## src/sv/msgpk_pkg.sv

```systemverilog
package msgpk_pkg;

  typedef enum logic [2:0] {
    KIND_UINT  = 3'd0,
    KIND_MAP   = 3'd1,
    KIND_STR   = 3'd2,
    KIND_BIN   = 3'd3,
    KIND_NIL   = 3'd4,
    KIND_BOOL  = 3'd5,
    KIND_BYTE  = 3'd6,
    KIND_ERROR = 3'd7
  } tok_kind_e;

  typedef enum logic [1:0] {
    ERR_NONE        = 2'd0,
    ERR_UNSUPPORTED = 2'd1,
    ERR_TRUNCATED   = 2'd2
  } err_code_e;

  typedef enum logic [2:0] {
    PH_TYPE    = 3'b001,
    PH_GATHER  = 3'b010,
    PH_PAYLOAD = 3'b100
  } phase_e;

  // Type bytes outside the fixint, fixmap and fixstr ranges
  localparam logic [7:0] TB_NIL    = 8'hc0;
  localparam logic [7:0] TB_FALSE  = 8'hc2;
  localparam logic [7:0] TB_TRUE   = 8'hc3;
  localparam logic [7:0] TB_BIN8   = 8'hc4;
  localparam logic [7:0] TB_BIN16  = 8'hc5;
  localparam logic [7:0] TB_BIN32  = 8'hc6;
  localparam logic [7:0] TB_UINT8  = 8'hcc;
  localparam logic [7:0] TB_UINT16 = 8'hcd;
  localparam logic [7:0] TB_UINT32 = 8'hce;
  localparam logic [7:0] TB_UINT64 = 8'hcf;
  localparam logic [7:0] TB_STR8   = 8'hd9;
  localparam logic [7:0] TB_STR16  = 8'hda;
  localparam logic [7:0] TB_STR32  = 8'hdb;
  localparam logic [7:0] TB_MAP16  = 8'hde;
  localparam logic [7:0] TB_MAP32  = 8'hdf;

  typedef struct packed {
    logic [7:0] frame_byte;
    logic       frame_end;
  } in_word_t;

  typedef struct packed {
    tok_kind_e   token_kind;
    logic [63:0] token_value;
    logic        payload_last;
    err_code_e   error_code;
  } out_word_t;

  typedef struct packed {
    phase_e      phase;
    logic [31:0] bytes_left;
    logic [63:0] gathered;
    logic [1:0]  pending_kind;
    logic        dropping;
  } tok_state_t;

  localparam tok_state_t TOK_STATE_RESET = '{
    phase:        PH_TYPE,
    bytes_left:   32'd0,
    gathered:     64'd0,
    pending_kind: 2'd0,
    dropping:     1'b0
  };

endpackage

```

## src/sv/msgpk_step.sv

```systemverilog
module msgpk_step
  import msgpk_pkg::*;
(
  input  tok_state_t state_i,
  input  in_word_t   word_i,
  output tok_state_t state_o,
  output logic       res_valid_o,
  output out_word_t  res_o
);

  logic [7:0]  t;
  logic        fend;
  logic [63:0] gv_shift;
  logic [31:0] bl_dec;
  logic        do_finish;
  tok_kind_e   fin_kind;
  logic [63:0] fin_value;
  logic        do_fail;
  err_code_e   fail_code;
  logic        do_gather;
  tok_kind_e   g_kind;
  logic [3:0]  g_count;

  assign t        = word_i.frame_byte;
  assign fend     = word_i.frame_end;
  assign gv_shift = {state_i.gathered[55:0], t};
  assign bl_dec   = (state_i.bytes_left != 32'd0) ? state_i.bytes_left - 32'd1 : 32'd0;

  always_comb begin
    state_o     = state_i;
    res_valid_o = 1'b0;
    res_o       = '{token_kind: KIND_UINT, token_value: 64'd0, payload_last: 1'b0,
                    error_code: ERR_NONE};
    do_finish   = 1'b0;
    fin_kind    = KIND_UINT;
    fin_value   = 64'd0;
    do_fail     = 1'b0;
    fail_code   = ERR_NONE;
    do_gather   = 1'b0;
    g_kind      = KIND_UINT;
    g_count     = 4'd0;

    if (state_i.dropping) begin
      // drop until the end of the frame
      if (fend) begin
        state_o = TOK_STATE_RESET;
      end
    end else begin
      unique case (state_i.phase)
        PH_GATHER: begin
          state_o.gathered   = gv_shift;
          state_o.bytes_left = bl_dec;
          if (bl_dec != 32'd0) begin
            if (fend) begin
              do_fail   = 1'b1;
              fail_code = ERR_TRUNCATED;
            end
          end else begin
            do_finish = 1'b1;
            fin_kind  = tok_kind_e'({1'b0, state_i.pending_kind});
            fin_value = gv_shift;
          end
        end
        PH_PAYLOAD: begin
          state_o.bytes_left = bl_dec;
          if (bl_dec == 32'd0) begin
            state_o.phase = PH_TYPE;
            res_valid_o   = 1'b1;
            res_o.token_kind   = KIND_BYTE;
            res_o.token_value  = {56'd0, t};
            res_o.payload_last = 1'b1;
          end else if (fend) begin
            do_fail   = 1'b1;
            fail_code = ERR_TRUNCATED;
          end else begin
            res_valid_o       = 1'b1;
            res_o.token_kind  = KIND_BYTE;
            res_o.token_value = {56'd0, t};
          end
        end
        default: begin
          priority if (!t[7]) begin
            do_finish = 1'b1;
            fin_kind  = KIND_UINT;
            fin_value = {56'd0, t};
          end else if (t[7:4] == 4'h8) begin
            do_finish = 1'b1;
            fin_kind  = KIND_MAP;
            fin_value = {60'd0, t[3:0]};
          end else if (t[7:5] == 3'b101) begin
            do_finish = 1'b1;
            fin_kind  = KIND_STR;
            fin_value = {59'd0, t[4:0]};
          end else if (t == TB_NIL) begin
            res_valid_o      = 1'b1;
            res_o.token_kind = KIND_NIL;
          end else if (t == TB_FALSE || t == TB_TRUE) begin
            res_valid_o       = 1'b1;
            res_o.token_kind  = KIND_BOOL;
            res_o.token_value = {63'd0, t[0]};
          end else if (t == TB_BIN8) begin
            do_gather = 1'b1; g_kind = KIND_BIN;  g_count = 4'd1;
          end else if (t == TB_BIN16) begin
            do_gather = 1'b1; g_kind = KIND_BIN;  g_count = 4'd2;
          end else if (t == TB_BIN32) begin
            do_gather = 1'b1; g_kind = KIND_BIN;  g_count = 4'd4;
          end else if (t == TB_UINT8) begin
            do_gather = 1'b1; g_kind = KIND_UINT; g_count = 4'd1;
          end else if (t == TB_UINT16) begin
            do_gather = 1'b1; g_kind = KIND_UINT; g_count = 4'd2;
          end else if (t == TB_UINT32) begin
            do_gather = 1'b1; g_kind = KIND_UINT; g_count = 4'd4;
          end else if (t == TB_UINT64) begin
            do_gather = 1'b1; g_kind = KIND_UINT; g_count = 4'd8;
          end else if (t == TB_STR8) begin
            do_gather = 1'b1; g_kind = KIND_STR;  g_count = 4'd1;
          end else if (t == TB_STR16) begin
            do_gather = 1'b1; g_kind = KIND_STR;  g_count = 4'd2;
          end else if (t == TB_STR32) begin
            do_gather = 1'b1; g_kind = KIND_STR;  g_count = 4'd4;
          end else if (t == TB_MAP16) begin
            do_gather = 1'b1; g_kind = KIND_MAP;  g_count = 4'd2;
          end else if (t == TB_MAP32) begin
            do_gather = 1'b1; g_kind = KIND_MAP;  g_count = 4'd4;
          end else begin
            do_fail   = 1'b1;
            fail_code = ERR_UNSUPPORTED;
          end
        end
      endcase

      if (do_gather) begin
        if (fend) begin
          do_fail   = 1'b1;
          fail_code = ERR_TRUNCATED;
        end else begin
          state_o.phase        = PH_GATHER;
          state_o.pending_kind = g_kind[1:0];
          state_o.bytes_left   = {28'd0, g_count};
          state_o.gathered     = 64'd0;
        end
      end

      if (do_finish) begin
        // nonempty str or bin continues with its payload
        if ((fin_kind == KIND_STR || fin_kind == KIND_BIN) && fin_value != 64'd0) begin
          if (fend) begin
            do_fail   = 1'b1;
            fail_code = ERR_TRUNCATED;
          end else begin
            state_o.phase      = PH_PAYLOAD;
            state_o.bytes_left = fin_value[31:0];
          end
        end else begin
          state_o.phase      = PH_TYPE;
          state_o.bytes_left = 32'd0;
        end
        state_o.gathered  = 64'd0;
        res_valid_o       = 1'b1;
        res_o.token_kind  = fin_kind;
        res_o.token_value = fin_value;
      end

      if (do_fail) begin
        state_o          = TOK_STATE_RESET;
        state_o.dropping = !fend;
        res_valid_o      = 1'b1;
        res_o            = '{token_kind: KIND_ERROR, token_value: 64'd0, payload_last: 1'b0,
                             error_code: fail_code};
      end
    end
  end

endmodule

```

## src/sv/msgpack_subset_tokenizer.sv

```systemverilog
// Byte-serial msgpack subset tokenizer. Takes one frame byte per clock and gives at most
// one token word per byte: uint, map, str and bin headers once their big-endian length or
// value bytes are in, nil, bool, one word per str/bin payload byte (last one flagged), and
// an error word for an unsupported type byte or a frame that ends inside an item, after
// which the rest of the frame is dropped. Each byte goes from an input register through
// one step of decode logic into an output register, from which its result is offered,
// and the block sustains one byte per clock as long as the output side takes words.
// Map entry counting is left to the consumer.
module msgpack_subset_tokenizer
  import msgpk_pkg::*;
(
  input  logic      clk_i,
  input  logic      rst_ni,
  input  logic      in_valid_i,
  output logic      in_ready_o,
  input  in_word_t  in_word_i,
  output logic      out_valid_o,
  input  logic      out_ready_i,
  output out_word_t out_word_o
);

  logic       in_valid_q;
  in_word_t   in_word_q;
  tok_state_t state_q, state_d;
  logic       out_valid_q, out_valid_d;
  out_word_t  out_word_q;
  logic       res_valid;
  out_word_t  res;
  logic       out_free;
  logic       step_fire;

  msgpk_step u_step (
    .state_i     (state_q),
    .word_i      (in_word_q),
    .state_o     (state_d),
    .res_valid_o (res_valid),
    .res_o       (res)
  );

  assign out_free   = !out_valid_q || out_ready_i;
  assign step_fire  = in_valid_q && out_free;
  assign in_ready_o = !in_valid_q || step_fire;

  always_comb begin
    out_valid_d = out_valid_q;
    if (step_fire && res_valid) begin
      out_valid_d = 1'b1;
    end else if (out_ready_i) begin
      out_valid_d = 1'b0;
    end
  end

  always_ff @(posedge clk_i or negedge rst_ni) begin
    if (!rst_ni) begin
      in_valid_q  <= 1'b0;
      state_q     <= TOK_STATE_RESET;
      out_valid_q <= 1'b0;
    end else begin
      if (in_ready_o) begin
        in_valid_q <= in_valid_i;
      end
      if (step_fire) begin
        state_q <= state_d;
      end
      out_valid_q <= out_valid_d;
    end
  end

  always_ff @(posedge clk_i) begin
    if (in_valid_i && in_ready_o) begin
      in_word_q <= in_word_i;
    end
    if (step_fire && res_valid) begin
      out_word_q <= res;
    end
  end

  assign out_valid_o = out_valid_q;
  assign out_word_o  = out_word_q;

endmodule
```

## config.mk

```make
export PLATFORM = sky130hd
export DESIGN_NAME = msgpack_subset_tokenizer
export DESIGN_NICKNAME = d
export VERILOG_FILES = /design/src/sv/msgpk_pkg.sv /design/src/sv/msgpk_step.sv /design/src/sv/msgpack_subset_tokenizer.sv
export SDC_FILE = /design/constraint.sdc
export NUM_CORES = 1
export LEC_CHECK = 0
export BUFFER_PORTS_ARGS = -buffer_cell sky130_fd_sc_hd__buf_2
export CAP_MARGIN = 20
export CORE_MARGIN = 2
export CORE_UTILIZATION = 40
export CTS_CLUSTER_SIZE = 20
export DETAILED_ROUTE_END_ITERATION = 7
export MAX_ROUTING_LAYER = met4
export PLACE_DENSITY = 0.68
export SKIP_CTS_REPAIR_TIMING = 1
export SYNTH_ARGS = -nofsm -noshare
export SYNTH_HDL_FRONTEND = slang
export SYNTH_SLANG_ARGS = --single-unit
```

## constraint.sdc

```tcl
create_clock -name clk_i -period 15.6 [get_ports clk_i]
set_input_delay 0.78 -clock clk_i [delete_from_list [all_inputs] [get_ports clk_i]]
set_output_delay 0.78 -clock clk_i [all_outputs]
set_load 0.05 [all_outputs]
```

**Word level (Yosys, flattened, before mapping)**

Cells that the tools add are included.

- Bits in registers: 183
- Input bits: 13
- Output and inout port bits: 72
- Word-level logic and storage cells: 227

- Add/sub/neg operators: 1
- Eq/ne operators: 23
- Multiplexer cells: 165
- Bitwise logic cells: 2
- Reductions and logical operators: 23

Operators with widths:

| operator | number |
|---|---|
| $mux W67 | 7 |
| $mux W64 | 6 |
| $mux W102 | 3 |
| $mux W101 | 2 |
| $pmux W67 S2 | 1 |
| $pmux W64 S2 | 1 |
| $eq A8 B8 Y1 const B | 15 |
| $mux W99 | 1 |
| $mux W2 | 43 |
| $mux W35 | 2 |
| $mux W70 | 1 |
| $mux W1 | 66 |
| $mux W32 | 2 |
| $mux W4 | 16 |
| $reduce_bool A32 Y1 | 2 |
| $reduce_bool A64 Y1 | 1 |
| $logic_not A32 Y1 | 1 |
| $sub A32 B1 Y32 const B | 1 |
| $mux W3 | 8 |
| $eq A3 B2 Y1 const B | 3 |
| $eq A3 B3 Y1 const B | 2 |
| $pmux W1 S2 | 3 |
| $pmux W3 S2 | 1 |
| $reduce_or A2 Y1 | 3 |
| other kinds (14) | 23 |

**Longest topological paths before layout**

Gate-level depths: netlist of run 1.

- Word-level depth: 29
- Depth in mapped cells: 18
- Depth with buffers taken out: 12

**Cells and area by module**

Synthesis of run 1 repeated with hierarchy kept, for this count alone.

- Cell total of the unflattened synthesis: 959
- Area, all modules: 10530.1 sq um

By module, submodules not included:

| module | instances | cells each | area an instance (sq um) |
|---|---|---|---|
| msgpack_subset_tokenizer | 1 | 305 | 6628.9 |
| msgpk_step | 1 | 654 | 3901.2 |

**Worst setup path after synthesis of run 1**

OpenSTA, ideal clock, no wires.

- Path type: flip-flop to flip-flop
- Start: register state_q[67] (netlist name)
- End: register out_word_q (netlist bit out_word_o[0]), enable pin
- Setup time: 0.498 ns
- Arrival time: 6.223 ns
- Path slack: 8.879 ns
- Cell stages (with the launch flop): 16
- Clock period less this slack: 6.721 ns
- Path through: dfrtp_1 > clkbuf_1 > inv_1 > ha_1 > or3b_1 > clkbuf_1 > nand2b_1 > clkbuf_1 > o41ai_1 > nand4_1 > nor4_2 > nand2_1 > a31oi_1 > clkbuf_1 > nor3_1 > nor2_1

- Word-level cells in the longest chain between the ends: 15
- Elaborated cells between the ends (all ways): 34
- Classes of those cells: add/sub (1); eq/ne (2); mux (24); reduce/logical (7)

RTL lines:

| what | line | text |
|---|---|---|
| start: declaration | msgpack_subset_tokenizer.sv:24 | `tok_state_t state_q, state_d;` |
| start signal: assignment | msgpack_subset_tokenizer.sv:63 | `state_q <= state_d;` |
| $sub A32 B1 Y32 / $reduce_bool A32 Y1 (equally long branches) | msgpk_step.sv:27 | `assign bl_dec = (state_i.bytes_left != 32'd0) ? state_i.bytes_left - 32'd1 : 32'd0;` |
| $mux W32 * | msgpk_step.sv:27 |  |
| branches (longest 10 deep; another with $mux W64) | n/a |  |
| $mux W1 * | msgpk_step.sv:164 | `if (do_fail) begin` |
| $mux W1 * | msgpk_step.sv:43 | `if (state_i.dropping) begin` |
| $logic_and A1 B1 Y1 * | msgpack_subset_tokenizer.sv:73 | `if (step_fire && res_valid) begin` |
| end signal: assignment | msgpack_subset_tokenizer.sv:74 | `out_word_q <= res;` |
| end: declaration | msgpack_subset_tokenizer.sv:26 | `out_word_t out_word_q;` |

Mark *: on every way between the ends. The select of a mux whose other input is x is not followed.
A chain may end at the register's enable or synchronous reset.

**Worst setup path in the final report of run 1**

- Start: register state_q[67] (netlist name)
- End: register out_word_q (netlist bit out_word_o[22]), enable pin

Same word-level chain as after synthesis.

==> results of run 1 <==
cell families after synthesis:
family / Yosys count / share of synthesized area (%)
multiplexers: 4 / 0.445
AND/OR/NAND/NOR: 340 / 21.8
buffers and inverters: 76 / 3.97
flip-flops: 175 / 53.1
AO/OA/AOI/OAI: 243 / 20.0
XOR/XNOR: 6 / 0.585
adder cells (fa/ha/maj): 1 / 0.139
state kept, by name, summed over array words and instances, names as in the netlist:
signal and flops:
out_valid_o 1, out_word_o 70, in_valid_q 1, in_word_q 9, state_q 94
routing by layer:
layer | vias to the layer above | wire length (µm)
li1 | 3323 | -
met1 | 3533 | 10900
met2 | 352 | 11400
met3 | 49 | 1750
met4 | 0 | 679
met5 | - | 0
cells in the mapped netlist (3+ instances only):
master | number | share of area (%)
a221o_1 | 15 | 1.7
or2_2 | 4 | 0.28
a21oi_1 | 31 | 1.7
mux2i_1 | 4 | 0.45
xnor2_1 | 4 | 0.39
o211ai_1 | 4 | 0.33
and3_1 | 7 | 0.49
nand3b_1 | 4 | 0.33
buf_2 | 9 | 0.50
nor4_1 | 27 | 1.9
o21a_1 | 5 | 0.42
o31ai_1 | 7 | 0.58
buf_6 | 8 | 1.0
a21o_1 | 4 | 0.33
nor3_1 | 32 | 1.8
a2bb2oi_1 | 13 | 1.3
nor2_1 | 62 | 2.6
o21ai_0 | 46 | 2.6
nand2b_1 | 6 | 0.42
nor2b_1 | 6 | 0.42
or3_1 | 9 | 0.63
nand2_1 | 55 | 2.3
a31oi_1 | 9 | 0.63
nand4_1 | 12 | 0.84
nand3_1 | 17 | 0.95
a22o_1 | 61 | 5.9
edfxtp_1 | 79 | 26
o22ai_1 | 7 | 0.49
and2_1 | 26 | 1.8
nand4b_1 | 4 | 0.39
o21ai_1 | 4 | 0.22
clkbuf_1 | 49 | 2.0
a211oi_1 | 6 | 0.50
dfrtp_1 | 95 | 26
nor4b_1 | 3 | 0.29
inv_1 | 9 | 0.38
and2_4 | 40 | 3.9
or4_1 | 13 | 1.1
power breakdown:
part           total, mW  switching (mW)  internal [mW]
sequential         0.539          0.0167          0.522
clock              0.432           0.201          0.231
combinational      0.234           0.188         0.0461
cell type report:
type                            instances  area (µm²)  area share, %
Clock inverter                         13         143           1.40
Multi-Input combinational cell        594        3890           38.3
Inverter                                9        33.8          0.333
Tap cell                              280         350           3.45
Clock buffer                           19         443           4.36
Timing Repair Buffer                   96         526           5.17
Sequential cell                       175        4780           47.0
worst max path at each step:
stage	to
6_report	out_word_o[22]
5_1_grt	out_word_o[18]
4_1_cts	out_word_o[39]
3_5_place_dp	out_word_o[26]
3_3_place_gp	out_word_o[35]
2_1_floorplan	out_word_o[0]
per-stage QoR:
step | instance area [µm²] | setup WS, ps | instances | hold WS [ps]
6_report | 10200 | 10140 | 1186 | 281
5_1_grt | 10200 | 9750 | 1186 | 316
4_1_cts | 10100 | 10210 | 1184 | 297
3_5_place_dp | 9550 | 10250 | 1152 | 484
3_3_place_gp | 9550 | 10440 | 1152 | 488
2_1_floorplan | 8990 | 8880 | 845 | 456
cells in the final DEF, fill, tap and decap left out, drive strengths merged, types with 13 or more instances in the layout:
cell type,netlist,layout
a21oi,31,31
a221o,15,15
a22o,61,61
a2bb2oi,13,13
and2,67,67
buf,18,96
clkbuf,49,19
dfrtp,95,95
edfxtp,79,79
inv,9,17
nand2,55,55
nand3,18,18
nor2,62,62
nor3,33,33
nor4,29,29
o21ai,51,51
or4,14,14
==> qor.yml, run 1 <==
hold_viol: 0
area_growth_syn_to_layout_pct: 13.0
regToRegSetupSlack_ps: 10140
maxSlewViolCount: 0
vias: 7257
syn_avg_cell_area_um2: 10.6
grt_pass1_wl_um: 39500
p_total_mw: 1.21
die_h_um: 154
port_buffers: 84
reg2reg_to: "out_word_o[22]"
final_core_util_pct: 46.3
die_w_um: 154
wire_per_inst_um: 20.9
grt_max_degree: 66
netlist_instances: 845
critPathMaxFanout: 65
tightest_slew_ps: 1030
regToRegStartpoint: "state_q[67]"
rows: 54
fin_nets: 907
slew_headroom_pct: 30.9
reg2reg_depth: 12
cts_buffer_depth: 2
critPathLaunch: "state_q[67]"
place_hpwl_um: 16500
cts_tree: "done"
antenna_found_initial: 0
fillers: 1982
use_met3_pct: 2.99
leakagePower_nw: 4.25
status: "complete, no violations"
n_antenna_cell: 0
finalSetupTns_ps: 0
start_util_pct: 40.9
path_class: "flop to flop"
clk_pin_slew_ps: 70
synth_cell_types: 75
syn_area_um2: 8990
setup_viol: 0
synthFlopType: "dfrtp_1"
hold_class: "input pin to asynchronous set/reset pin"
yosys_warnings: 0
drtPass1Iterations: 5
drtAntennaViolNets: 0
cts_root_buf: "clkbuf_16"
busiest_layer: "met2"
syn-num-nets: 859
clock.fmax_ghz: 0.183
met2_usage_pct: 33.3
drv_cap: 0
rsz0062_at_grt: "false"
max_stage_delay_ps: 770
finalCriticalPeriod_ps: 5460
critPathSlowestCell: "or4_1"
layout_worst_path_cycle_share_pct: 35.0
worstPathArrival_ps: 5530
cp_num_buf_inv: 2
ys_ff_latch: 175
grt-ovfl-total: 0
crit_cells: 12
vdd_drop_max_uv: 70.6
synthArstFlopShare_pct: 54.9
grt_pass1_vias: 6702
die_area_um2: 23700
cts_buffers: 17
worstSkewPairLatency_ps: 430
p_per_area_nw_per_um2: 119
wirelength_um: 24700
drive_above_1_share_pct: 20.5
cts_sinks: 175
synth_edf_count: 79
via_per_inst: 6.12
io_pins: 85
crit_family: "simple AND/OR/NAND/NOR gates"
place.gp.congestion: 0.996
use_met1_pct: 30.3
remaining_drc_errors: 0
cp-start-kind: "flop"
cp-end-kind: "flop"
path_cells: "inv_1, ha_1, or3b_1, nand2b_1, or4_1, o22ai_1, nand3_2, o21a_1, a31oi_1, nor3_1, nor2_4, buf_4"
h-tree-depth: 4
cp.required_ps: 15660
finClkSkew_ps: 13.1
core_area_um2: 22000
grt_usage_pct: 21.8
drtIter0Drc: 713
ys_seq_area_share_pct: 53.1
(Power assumes the default switching activity.)
==> run 2, diff against run 1 <==
Settings changed: PLACE_DENSITY 0.68 to 0.7.
Clock period 15.6 ns to 4.6 ns, I/O delays scaled along.
==> qor.yml, run 2 (synthesized netlist as in run 1, its figures left out) <==
critPathSlowestCell: "or4_1"
clock.fmax_ghz: 0.229
via_per_inst: 6.02
start_util_pct: 40.9
cts_buffer_depth: 2
wirelength_um: 25800
p_per_area_nw_per_um2: 389
remaining_drc_errors: 0
cp-end-kind: "flop"
place.gp.congestion: 0.967
final_common_cell: "dfrtp_1"
drive_above_1_share_pct: 23.9
drv_cap: 0
leakagePower_nw: 4.54
clk_pin_slew_ps: 60
largest_reg_flops: 94
grt_usage_pct: 22.4
maxSlewViolCount: 0
finalSetupTns_ps: 0
multi_input_area_um2: 3920
hold_viol: 0
fillers: 1956
drtAntennaViolNets: 0
final_cell_mix: "dfrtp_1 (95), buf_2 (83), edfxtp_1 (79)"
tightest_slew_ps: 1040
status: "complete, no violations"
critPathLaunch: "state_q[67]"
cp_num_buf_inv: 4
grt-ovfl-total: 0
crit_family: "simple AND/OR/NAND/NOR gates"
finalCriticalPeriod_ps: 4370
area_growth_syn_to_layout_pct: 18.7
path_cells: "inv_1, ha_1, or3b_4, nand2b_1, buf_4, or4_1, o22ai_1, nand3_2, o21a_1, a31oi_1, buf_4, nor2_1, nor4b_2, bufbuf_16, a22o_1"
register_area_um2: 4780
die_w_um: 154
cts_sinks: 175
die_h_um: 154
n_antenna_cell: 0
top_register: "state_q"
grt_max_degree: 66
h-tree-depth: 4
finClkSkew_ps: 17.7
cp_common_cell: "buf_4"
fin_hold_ws_ps: 0.819
setup_viol: 0
wire_per_inst_um: 20.8
grt_pass1_wl_um: 40500
regToRegStartpoint: "state_q[67]"
drtPass1Iterations: 5
hold_class: "input pin to flop"
core_area_um2: 22000
cts_root_buf: "clkbuf_16"
critPathMaxFanout: 56
vdd_drop_max_uv: 343
rsz0062_at_grt: "false"
worst_hold_startpoint: "in_valid_i"
worstSkewPairLatency_ps: 430
rows: 54
layout_worst_path_cycle_share_pct: 95.1
cp-start-kind: "flop"
fin_nets: 958
max_stage_delay_ps: 540
cts_tree: "done"
worstPathArrival_ps: 4680
antenna_found_initial: 0
place_hpwl_um: 17700
port_buffers: 84
vias: 7445
slew_headroom_pct: 30.3
die_area_um2: 23700
io_pins: 85
cp.required_ps: 4910
cts_buffers: 17
path_class: "flop to flop"
drtIter0Drc: 700
grt_pass1_vias: 6982
-- run 2: cell count changes in the layout (fill, tap and decap cells not counted), moves of 2 or more --
cell | previous run | this run
inv_4 | 0 | 2
clkbuf_1 | 1 | 3
dlygate4sd3_1 | 0 | 10
buf_4 | 12 | 49
buf_12 | 1 | 3
inv_6 | 6 | 4
-- run 2: area by class of cell --
cell class                      instances  share of cell area, %
Clock buffer                           20                   4.09
Clock inverter                         12                   1.38
Inverter                                9                  0.317
Multi-Input combinational cell        594                   36.8
Sequential cell                       175                   44.8
Tap cell                              280                   3.28
Timing Repair Buffer                  147                   9.38
-- run 2: through the flow --
step	instance area [µm²]	setup WS, ps	cells	utilization [%]	power, mW
2_1_floorplan	9010	25.0	845	-	2.44
3_3_place_gp	9920	264	1194	45.2	2.68
3_5_place_dp	9920	299	1194	45.2	2.68
4_1_cts	10500	283	1226	47.9	4.14
5_1_grt	10700	3.17	1237	48.6	4.28
6_report	10700	226	1237	48.6	4.14
-- run 2: path summary, 6_finish.rpt --
| path | slack, ps | end | cells after the start |
|---|---|---|---|
| min in group asynchronous | 360 | in_valid_q | 2 |
| max reg2reg | 230 | state_q[42] | 15 |
| max | 230 | state_q[42] | 15 |
| min | 0.8 | in_valid_q | 2 |
| min reg2reg | 500 | state_q[1] | 1 |
| max in group asynchronous | 3110 | state_q[71] | 3 |
-- run 2: per-layer routing --
| layer | wire length [µm] | global-route usage [%] | share of wire (%) | vias up |
|---|---|---|---|---|
| li1 | - | - | - | 3417 |
| met1 | 11700 | 31.5 | 45 | 3605 |
| met2 | 11700 | 33.5 | 45 | 378 |
| met3 | 1790 | 3.44 | 6.9 | 45 |
| met4 | 643 | 7.52 | 2.5 | 0 |
| met5 | 0 | - | 0 | - |
-- run 2: report_power, final --
| part | total (mW) | internal, mW | switching, mW |
|---|---|---|---|
| clock | 1.47 | 0.818 | 0.650 |
| combinational | 0.851 | 0.198 | 0.653 |
| sequential | 1.83 | 1.77 | 0.0557 |
